### config.mk
export PLATFORM = sky130hd
export DESIGN_NAME = swps_ctrl
export DESIGN_NICKNAME = d
export VERILOG_FILES = /design/src/rtl/swps_pkg.sv /design/src/rtl/swps_ctrl.sv
export SDC_FILE = /design/constraint.sdc
export NUM_CORES = 1
export LEC_CHECK = 0
export BUFFER_PORTS_ARGS = -buffer_cell sky130_fd_sc_hd__buf_2
export CAP_MARGIN = 20
export CORE_AREA = 10 10 47 49
export DETAILED_ROUTE_END_ITERATION = 8
export DIE_AREA = 0 0 57 59
export PLACE_DENSITY = 0.65
export SETUP_SLACK_MARGIN = 0.2
export SYNTH_ARGS = -nofsm -noshare
export SYNTH_HDL_FRONTEND = slang
export SYNTH_SLANG_ARGS = --single-unit
### constraint.sdc
create_clock -name clk -period 2.23 [get_ports clk]
set_input_delay 0 -clock clk [delete_from_list [all_inputs] [get_ports clk]]
set_output_delay 0 -clock clk [all_outputs]
set_load 0.1 [all_outputs]
### src/rtl/swps_pkg.sv
// Shared types, constants and the arctangent table of the world pose solver.
package swps_pkg;

	localparam int MAX_BONES_DEF = 64;

	localparam int CORDIC_STEPS = 17;
	localparam int STEP_W = $clog2(CORDIC_STEPS);
	localparam logic signed [32:0] CORDIC_GAIN = 33'sd652032874;

	localparam int CFG_IDX_W = 3;
	localparam int CFG_DATA_W = 32;

	typedef enum logic [CFG_IDX_W-1:0] {
		REG_ROOT_POS_X   = 3'd0,
		REG_ROOT_POS_Y   = 3'd1,
		REG_ROOT_ANGLE   = 3'd2,
		REG_ROOT_SCALE_X = 3'd3,
		REG_ROOT_SCALE_Y = 3'd4
	} cfg_reg_t;

	typedef enum logic [2:0] {
		ST_IDLE,
		ST_LOAD,
		ST_ROT,
		ST_MUL,
		ST_DONE
	} state_t;

	typedef struct packed {
		logic              capture;
		logic              load;
		logic              rot;
		logic              mul;
		logic              finish;
		logic [STEP_W-1:0] step;
	} cmd_t;

	typedef struct packed {
		logic out_busy;
	} sts_t;

	// arctan(2^-i) in units of 2^18 per turn
	function automatic logic signed [19:0] atan_units(input logic [STEP_W-1:0] i);
		logic signed [19:0] r;
		unique case (i)
			5'd0:    r = 20'sd32768;
			5'd1:    r = 20'sd19344;
			5'd2:    r = 20'sd10221;
			5'd3:    r = 20'sd5188;
			5'd4:    r = 20'sd2604;
			5'd5:    r = 20'sd1303;
			5'd6:    r = 20'sd652;
			5'd7:    r = 20'sd326;
			5'd8:    r = 20'sd163;
			5'd9:    r = 20'sd81;
			5'd10:   r = 20'sd41;
			5'd11:   r = 20'sd20;
			5'd12:   r = 20'sd10;
			5'd13:   r = 20'sd5;
			5'd14:   r = 20'sd3;
			5'd15:   r = 20'sd1;
			5'd16:   r = 20'sd1;
			default: r = 20'sd0;
		endcase
		return r;
	endfunction

endpackage

### src/rtl/swps_ctrl.sv
// Sequencer: accept, parent load, CORDIC iterations, shared multiply, write back.
module swps_ctrl (
	input  logic          clk,
	input  logic          arst_n,
	input  logic          in_valid,
	output logic          in_ready,
	input  swps_pkg::sts_t sts,
	output swps_pkg::cmd_t cmd
);
	import swps_pkg::*;

	localparam logic [STEP_W-1:0] ROT_LAST = STEP_W'(CORDIC_STEPS - 1);
	localparam logic [STEP_W-1:0] MUL_LAST = STEP_W'(4);

	state_t state_q, state_d;
	logic [STEP_W-1:0] step_q;

	always_ff @(posedge clk or negedge arst_n) begin
		if (!arst_n) begin
			state_q <= ST_IDLE;
			step_q  <= '0;
		end else begin
			state_q <= state_d;
			if (state_q != state_d)
				step_q <= '0;
			else if (state_q == ST_ROT || state_q == ST_MUL)
				step_q <= step_q + 1'b1;
		end
	end

	always_comb begin
		state_d = state_q;
		unique case (state_q)
			ST_IDLE: if (in_valid) state_d = ST_LOAD;
			ST_LOAD: state_d = ST_ROT;
			ST_ROT:  if (step_q == ROT_LAST) state_d = ST_MUL;
			ST_MUL:  if (step_q == MUL_LAST) state_d = ST_DONE;
			ST_DONE: if (!sts.out_busy) state_d = ST_IDLE;
			default: state_d = ST_IDLE;
		endcase
	end

	always_comb begin
		in_ready    = 1'b0;
		cmd         = '0;
		cmd.step    = step_q;
		unique case (state_q)
			ST_IDLE: begin
				in_ready    = 1'b1;
				cmd.capture = in_valid;
			end
			ST_LOAD: cmd.load = 1'b1;
			ST_ROT:  cmd.rot = 1'b1;
			ST_MUL:  cmd.mul = 1'b1;
			ST_DONE: cmd.finish = !sts.out_busy;
			default: ;
		endcase
	end

endmodule

Word-level counts from Yosys, hierarchy flattened
Cells that the tools add are included.
{ "classes": {"addsub": 1, "n_eq_ne": 7, "muxes": 13, "n_reduce_logical": 4} }
{ "op_table": {"columns": ["op", "n"], "rows": [
  ["3-bit one-hot mux with 5 select lines", 1],
  ["3-bit two-way mux", 4],
  ["5-bit two-way mux", 2],
  ["3-bit by 2-bit == test with 1-bit output, second input constant", 2],
  ["1-bit two-way mux", 6],
  ["5-bit by 1-bit adder with 5-bit output, second input constant", 1],
  ["5-bit by 3-bit == test with 1-bit output, second input constant", 1],
  ["5-bit == test, second input constant", 1],
  ["3-bit by 1-bit == test with 1-bit output, second input constant", 1],
  ["3-bit == test, second input constant", 1],
  ["3-bit logical NOT", 1],
  ["3-bit != test", 1],
  ["2-bit nonzero test", 1],
  ["1-bit logical NOT", 1],
  ["1-bit logical OR", 1]
]} }
{ "totals": {"regBits": 8, "in_bits": 4} }

Depth between registers and ports, before layout
Gate-level depths: netlist of the first run.
{ "depth": {"word_depth": 5, "depth_mapped": 6} }

Worst setup path before layout of the first run
Ideal clock, no wire load.
{ "synth_path": {"path_kind": "register to register", "startpoint": "register state_q[2]", "endpoint": "register step_q[2]", "setup_time_ns": 0.123, "arrival_time_ns": 2.684, "required_ns": 2.107, "slack_ns": -0.577, "path_stages_with_launch": 6, "n_path_buf": 1, "synth_period_minus_slack_ns": 2.807, "path_cell_list": "dfrtp_1 > buf_2 > nor4b_2 > a31oi_1 > o21ai_2 > nor2_1"} }
{ "synth_between": {"elab_chain_len": 4} }
{ "synth_lines": {"columns": ["element", "line_no", "text"], "rows": [
  ["from (decl)", "swps_ctrl.sv:15", "state_t state_q, state_d;"],
  ["from (signal assigned)", "swps_ctrl.sv:23", "state_q <= state_d;"],
  ["3-bit == test, or another cell as far along", "swps_ctrl.sv:33", "unique case (state_q)"],
  ["3-bit one-hot mux with 5 select lines", "swps_ctrl.sv:33", null],
  ["3-bit != test", "swps_ctrl.sv:24", "if (state_q != state_d)"],
  ["5-bit two-way mux or 2-bit nonzero test (tied branches)", null, null],
  ["to (signal assigned)", "swps_ctrl.sv:27", "step_q <= step_q + 1'b1;"],
  ["to (decl)", "swps_ctrl.sv:16", "logic [STEP_W-1:0] step_q;"]
]} }
Parallel ways exist; a longest one is shown, timed or not.
A chain may end at the register's enable or synchronous reset.

==> results of run 1 <==
cell type report:
type	instances	area, sq um	share of cell area [%]
well taps	16	20.02	2.996
inverters	4	15.01	2.247
repair buffers	15	80.08	11.99
multi-input cells	42	324.1	48.50
flip-flops and latches	8	202.7	30.34
clock buffers	4	26.28	3.933
cells in the final DEF (no fill, tap or decap), types with 3 or more instances in the layout:
cell      netlist  layout
a21oi_1         3       3
xor2_1          3       3
buf_2           1      14
nor2_1          8       7
nor3_1          3       3
clkbuf_4        0       3
dfrtp_1         8       6
nand2_1         3       3
inv_1           4       4
cell families after synthesis:
family	count (synthesis)	synth area share, %
and+or+nand+nor	26	29.38
AOI/OAI and AO/OA	11	17.77
DFF	8	36.45
buffers and inverters	7	7.060
xor gates and xnor gates	3	4.784
adders and majority gates	2	4.555
state kept, by name, indices dropped and copies added (netlist names):
name	flops
state_q	3
step_q	5
stage by stage:
step	setup TNS [ns]	setup WS, ns
after global placement	0	0.7679
final	0	0.4882
after floorplan	-0.7460	-0.3730
after global routing	0	0.3665
after CTS	0	0.4697
after detailed placement	0	0.7392
worst min-delay path by stage:
| stage | startpoint | to | slack, ns | depth (start not counted) |
|---|---|---|---|---|
| 6_report | sts | state_q[2] | 0.01 | 2 |
| 5_1_grt | sts | state_q[2] | 0.01 | 2 |
| 4_1_cts | sts | state_q[2] | 0.009 | 2 |
| 3_5_place_dp | arst_n | step_q[2] | -0.14 | 1 |
| 3_3_place_gp | arst_n | step_q[3] | -0.15 | 1 |
| 2_1_floorplan | arst_n | state_q[0] | -0.30 | 0 |
what timing repair did:
item	CTS	global route
hold endpoints to repair	8	0
gates resized for setup	0	0
hold buffers	1	0
endpoints found under the setup margin	0	0
layer usage:
layer  wire (microns)  up-vias  track usage (%)
li1                 -      229                -
met1              477      229            7.831
met2              649       13            12.71
met3               74        2            2.790
met4               23        0            9.060
met5                0        -                0
==> results.cfg, run 1 <==
[sta]
drv_slew = 0
post-route-period-util_pct = 78.11
slew_headroom_pct = 67.58
timing.fmax_ghz = 0.5741
holdWs_ns = 0.01216
worst_pin_slew_ns = 0.4896
grt_setup_unrepaired = false
finalSetupViolCount = 0
skew_ns = 0.01845
period_minus_slack_ns = 1.742
finalHoldViolations = 0

[global_routing]
overflow = 0
grtUsageTotal_pct = 8.123
grt_max_degree = 12
grt_pass1_wl_microns = 2111
antenna_found_initial = 0
grt_pass1_vias = 484

[synth]
synth_area_leader_cell = dfrtp_1
ys_warn_count = 0
yosys-top-cells-area = dfrtp_1 36%, nor2_1 5.5%, a2111oi_4 5.0%, xor2_1 4.8%, ha_1 4.6%
synth_cell_types = 27
yosys.area.top_type_share_pct = 36.45
synth-seq-cells = 8
syn-cell-area_sq_um = 549.3
seq_area_frac_synth_pct = 36.45
synth-edff-count = 0
synthArstFlopShare_pct = 100.0
syn_avg_cell_area_sq_um = 9.636
synth_fp_nets = 63
synth_common_cells = 8 x dfrtp_1, 8 x nor2_1, 4 x inv_1
synth_cells = 57
synth-main-ff-cell = dfrtp_1

[drt]
drt-pass1-iter-count = 4
routed_wl_microns = 1225
final_antenna_net_count = 0
drtIter0Drc = 3
drc = 0
vias = 473
wire_per_inst_microns = 13.76
vias_per_cell = 5.315

[setup_path]
criticalPathCategory = reg -> out
critical_path_depth = 4
cpMaxStageDelayCell = dfrtp_1
ff2ff_setup_slack_ns = 0.72
setup.worst_path.start = state_q[0]
crit_fanout = 9
reg2reg_from = step_q[0]
worst-path-buf-inv = 2
end_kind = output port
worst-r2r-cell-count = 6
crit_path_start_kind = flop
crit_chain = inv_1 -> and3_1 -> nor2b_2 -> buf_2
crit_path_end = cmd[5]
crit_arrival_ns = 1.74
crit_required_ns = 2.23
crit_family = buffers and inverters
reg2reg_to = step_q[0]
worst_path_largest_cell_delay_ns = 0.52

[min_path]
min_path_type = in -> reg

[clock_network]
cts_tree = done
clockBufferDepth = 2
htreeDepth = 1
cts_made_buffers = 3
clk_latency_ns = 0.27
clk_root_buffer_cell = clkbuf_4
post-cts-setup-buffers = 0
cts.sinks = 8
path_clk_slew_ns = 0.07

[place]
dpl.cell_count = 84
place_area_sq_um = 631.9
dp_hpwl_microns = 949.6
routabilityCongestion = 0.7988
port_buffers = 14

[layout]
drive_gt1_share_pct = 39.73
final_nets = 80
fill_cells = 148
fin_area_sq_um = 668.1
final_core_util_pct = 47.68
antennaDiodeCount = 0
area_growth_pct = 21.64
fin_cells = 89

[job]
max-cap-violations = 0

[floorplan]
core_region_area_sq_um = 1401
die_h_microns = 59
rows = 14
io_pins = 15
die-area_sq_um = 3363
floorplan.initialDensity_pct = 39.20
dieWidth_microns = 57

[outcome]
run_status = completed
Power of run 1 is left out: the tool's default activity adds up to more than one toggle a clock period on the data nets, which glitch-free logic cannot reach.
==> run 2: changes to the inputs <==
- ABC_AREA: default -> 1
- PLACE_DENSITY: 0.65 -> default
- clock period: 2.23 -> 1.8 ns (I/O delays scaled with it)
==> results.cfg, run 2 <==
[outcome]
run_status = completed

[clock_network]
htreeDepth = 1
clk_root_buffer_cell = clkbuf_4
clockBufferDepth = 2
cts_made_buffers = 3
path_clk_slew_ns = 0.06
clk_latency_ns = 0.26
cts.sinks = 8
cts_tree = done

[setup_path]
crit_path_start_kind = flop
crit_required_ns = 1.99
ff2ff_setup_slack_ns = 0.31
worst-path-buf-inv = 2
reg2reg_to = step_q[3]
criticalPathCategory = reg -> reg
crit_chain = inv_1 -> ha_1 -> nand2_1 -> clkinv_1 -> nand3_1 -> nand2_1 -> a21oi_2 -> nand3_4 -> nor2_2
crit_fanout = 5
worst_path_largest_cell_delay_ns = 0.42
worst-r2r-cell-count = 9
end_kind = flop
reg2reg_from = step_q[1]
crit_family = simple AND/OR/NAND/NOR gates
crit_path_frequent_cell = nand2_1
crit_arrival_ns = 1.68
cpMaxStageDelayCell = dfrtp_4

[sta]
slew_headroom_pct = 67.52
worst_pin_slew_ns = 0.4906
post-route-period-util_pct = 82.70
timing.final.ws_setup_ns = 0.3113
skew_ns = 0.004928
finalSetupViolCount = 0
drv_slew = 0
timing.fmax_ghz = 0.6717
holdWs_ns = 0.05680
period_minus_slack_ns = 1.489
grt_setup_unrepaired = false
fin_setup_tns_ns = 0
finalHoldViolations = 0

[job]
max-cap-violations = 0

[floorplan]
floorplan.initialDensity_pct = 37.14
die-area_sq_um = 3363
dieWidth_microns = 57
core_region_area_sq_um = 1401
die_h_microns = 59
io_pins = 15
rows = 14

[synth]
synth_cell_types = 20
synth-seq-cells = 8
seq_area_frac_synth_pct = 38.46
synth_cells = 65
ys_warn_count = 0
synth_common_cells = 10 x nand2_1, 9 x inv_1, 8 x dfrtp_1
synth_fp_nets = 71
synth-main-ff-cell = dfrtp_1
yosys.area.top_type_share_pct = 38.46
synth-edff-count = 0
syn-cell-area_sq_um = 520.5
synth_area_leader_cell = dfrtp_1
yosys-top-cells-area = dfrtp_1 38%, nor2_2 8.4%, nand2_1 7.2%, inv_1 6.5%, xor2_1 5.0%
syn_avg_cell_area_sq_um = 8.008
post-synth-top-count-cell = nand2_1
synthArstFlopShare_pct = 100.0

[place]
port_buffers = 14
dp_slack_ns = 0.3216
dp_hpwl_microns = 992.1
routabilityCongestion = 0.7539

[global_routing]
grt_pass1_vias = 493
antenna_found_initial = 0
grt_max_degree = 9
grtUsageTotal_pct = 8.014
overflow = 0
grt_pass1_wl_microns = 2132

[layout]
final_nets = 92
area_growth_pct = 38.22
final_cell_mix = 10 x nand2_1, 10 x buf_2, 8 x inv_1
antennaDiodeCount = 0
largest_reg_flops = 5
drive_gt1_share_pct = 51.76
top_register = step_q
fill_cells = 138
top_regs = step_q (5), state_q (3)

[drt]
vias = 470
drtIter0Drc = 8
drt-pass1-iter-count = 4
drc = 0
final_antenna_net_count = 0
wire_per_inst_microns = 12.40
routed_wl_microns = 1252
vias_per_cell = 4.653

[min_path]
min_from = in_valid
min_to = state_q[0]
holdPathStages = 3
min_path_type = in -> reg
==> run 2: cell count changes after synthesis, sizes merged, moves of 3 or more <==
cell	before	now
nor2	8	13
buf	3	0
nand2	3	14
nand3	0	6
inv	4	11
nor2b	3	0
==> run 2: metal layers <==
metal	GRT usage [%]	vias to the layer above	part of all wire, %
met5	0	-	0
li1	-	239	-
met3	2.575	4	4.7
met2	13.18	11	48
met1	8.374	216	46
met4	6.040	0	1.9
==> run 2: stage by stage <==
stage	cells	area [sq um]	utilization, %
finish	101	719.4	51.34
global route	101	719.4	51.34
CTS	100	701.9	50.09
detailed placement	95	663.1	47.32
global placement	95	663.1	47.32
floorplan	65	573.1	-
==> run 2: layout make-up <==
class / instances / area, sq um / area share [%]
Multi-Input combinational cell: 45 / 320.3 / 44.52
Sequential cell: 8 / 210.2 / 29.22
Timing Repair Buffer: 16 / 97.59 / 13.57
Inverter: 12 / 45.04 / 6.261
Clock buffer: 4 / 26.28 / 3.652
Tap cell: 16 / 20.02 / 2.783
==> run 2: worst max path at each step <==
stage	cells past startpoint	slack (ns)	from	end
after floorplan	5	0.06	state_q[0]	step_q[4]
after detailed placement	9	0.32	step_q[0]	step_q[3]
after global routing	9	0.21	step_q[1]	step_q[0]
after global placement	9	0.32	step_q[0]	step_q[4]
final	9	0.31	step_q[1]	step_q[3]
after CTS	3	0.21	state_q[2]	cmd[5]
==> run 2: kinds of logic after synthesis <==
family / after synthesis / synth area share (%)
compound gates: 3 / 3.364
xor+xnor: 4 / 6.732
fa+ha+maj: 2 / 4.807
buf+inv: 12 / 8.653
flops: 8 / 38.46
simple gates: 36 / 37.98
==> run 2: tightest hold or removal path, cell delays in order <==
cell,delay (ns)
buf_2,0.07
nand3_1,0.09
nand3_2,0.10
==> run 2: timing repair <==
item / in CTS / in global routing
endpoints found under the hold margin: 8 / 0
hold buffers: 1 / 0
buffers inserted: 0 / 1
resized for setup: 1 / 4
setup endpoints to repair: 1 / 8
pin swaps: 0 / 2
Power of run 2 is left out for the same reason.
==> run 3: changes to the inputs <==
- clock period: 1.8 -> 1.48 ns (I/O delays scaled with it)
==> results.cfg, run 3 (same netlist as run 2, synthesis figures left out) <==
[setup_path]
crit_path_frequent_cell = nand2_2
crit_required_ns = 1.67
worst_path_largest_cell_delay_ns = 0.49
crit_fanout = 5
cpMaxStageDelayCell = dfrtp_4
crit_chain = inv_4 -> ha_4 -> nand2_2 -> clkinv_2 -> nand2_2 -> nand2_2 -> nand3_2 -> nand2_2 -> nand3_4 -> nor2_2
crit_arrival_ns = 1.56
end_kind = flop
criticalPathCategory = reg -> reg
crit_path_start_kind = flop

[sta]
timing.fmax_ghz = 0.7299
worst_pin_slew_ns = 0.4880
period_minus_slack_ns = 1.370
finalSetupViolCount = 0
post-route-period-util_pct = 92.57
skew_ns = 0.008732
slew_headroom_pct = 67.69
grt_setup_unrepaired = true
finalHoldViolations = 0
drv_slew = 0
holdWs_ns = 0.1231
fin_setup_tns_ns = 0

[place]
port_buffers = 14
routabilityCongestion = 0.7524
dp_hpwl_microns = 1051
dpl.cell_count = 99
place_area_sq_um = 820.8

[clock_network]
cts_tree = done
cts_made_buffers = 3
htreeDepth = 1
clockBufferDepth = 2
cts.sinks = 8
clk_latency_ns = 0.26
path_clk_slew_ns = 0.06
clk_root_buffer_cell = clkbuf_4

[min_path]
min_path_type = in -> reg

[drt]
final_antenna_net_count = 0
drt-pass1-iter-count = 3
vias_per_cell = 4.639
vias = 552
routed_wl_microns = 1583
wire_per_inst_microns = 13.30
drtIter0Drc = 6
drc = 0

[global_routing]
grt_pass1_vias = 563
overflow = 0
grtUsageTotal_pct = 8.841
grt_max_degree = 9
antenna_found_initial = 0
grt_pass1_wl_microns = 2408

[layout]
drive_gt1_share_pct = 76.70
fill_cells = 105
fin_area_sq_um = 1025
top_regs = step_q (5), state_q (3)
final_cell_mix = 15 x buf_4, 8 x nand2_2, 8 x buf_2
top_register = step_q
area_growth_pct = 96.87
fin_cells = 119
final_common_cell = buf_4
largest_reg_flops = 5
antennaDiodeCount = 0
final_nets = 110

[floorplan]
core_region_area_sq_um = 1401
die-area_sq_um = 3363
rows = 14
dieWidth_microns = 57
die_h_microns = 59
floorplan.initialDensity_pct = 37.14
io_pins = 15

[pwr]
clockPowerShare_pct = 7.7
combinationalPowerShare_pct = 75.3
seqPwrFrac_pct = 17.0
p_switching_mw = 1.352
finalPower_mw = 2.373
netSwitchingFraction_pct = 56.96
intPower_mw = 1.021
pwr_density_cell_nw_per_um2 = 2316
ir_worst_vdd_mv = 1.921
p_leak_nw = 0.4688

[outcome]
run_status = completed

[job]
max-cap-violations = 0
run 3: path summary, 6_finish.rpt:
kind	startpoint	end	slack [ns]	cells past startpoint
max	step_q[1]	step_q[4]	0.11	10
min	sts	state_q[2]	0.12	3
max reg2reg	step_q[1]	step_q[4]	0.11	10
min reg2reg	step_q[4]	step_q[4]	0.58	2
max in group asynchronous	arst_n	step_q[1]	1.15	2
min in group asynchronous	arst_n	step_q[0]	0.13	2
run 3: layer usage:
metal / global-route usage [%] / share of wire, %
met4: 5.034 / 0.63
met2: 16.28 / 54
met3: 2.146 / 4.0
met5: 0 / 0
met1: 8.859 / 41
run 3: layout make-up:
class / instances / area, sq um / share of cell area [%]
sequential: 8 / 214.0 / 20.88
clock buffer: 4 / 26.28 / 2.564
multi-input combinational: 45 / 380.4 / 37.12
tap: 16 / 20.02 / 1.954
inverter: 12 / 56.30 / 5.495
timing repair buffer: 34 / 327.8 / 31.99
run 3: what timing repair did:
| action | 4_1_cts | 5_1_grt |
|---|---|---|
| endpoints found under the hold margin | 8 | 0 |
| pin swaps | 2 | 6 |
| setup endpoints to repair | 9 | 11 |
| hold buffers | 1 | 0 |
| setup buffers | 8 | 7 |
| gates resized for setup | 5 | 9 |
run 3: through the flow:
stage               util, %  setup WS [ns]
detailed placement    58.57        0.07645
global placement      58.57        0.08894
finish                73.13         0.1099
global route          73.13       0.004041
CTS                   66.88         0.1078
floorplan                 -        -0.2644
run 3: critical path, delay by kind of cell, from the launching register on:
kind / cells / cell delay (ns)
adders and majority gates: 1 / 0.13
buffers and inverters: 2 / 0.12
and+or+nand+nor: 7 / 0.57
DFF: 1 / 0.49
run 3: power groups by stage:
| stage | Clock, mW | Combinational, mW | Sequential (mW) |
|---|---|---|---|
| finish | 0.183 | 1.79 | 0.404 |
| global route | 0.201 | 1.89 | 0.414 |
| CTS | 0.187 | 1.69 | 0.397 |
| detailed placement | 0 | 1.54 | 0.417 |
| global placement | 0 | 1.53 | 0.418 |
| floorplan | 0 | 0.787 | 0.804 |
No activity file was read; power rests on OpenSTA's default activity.
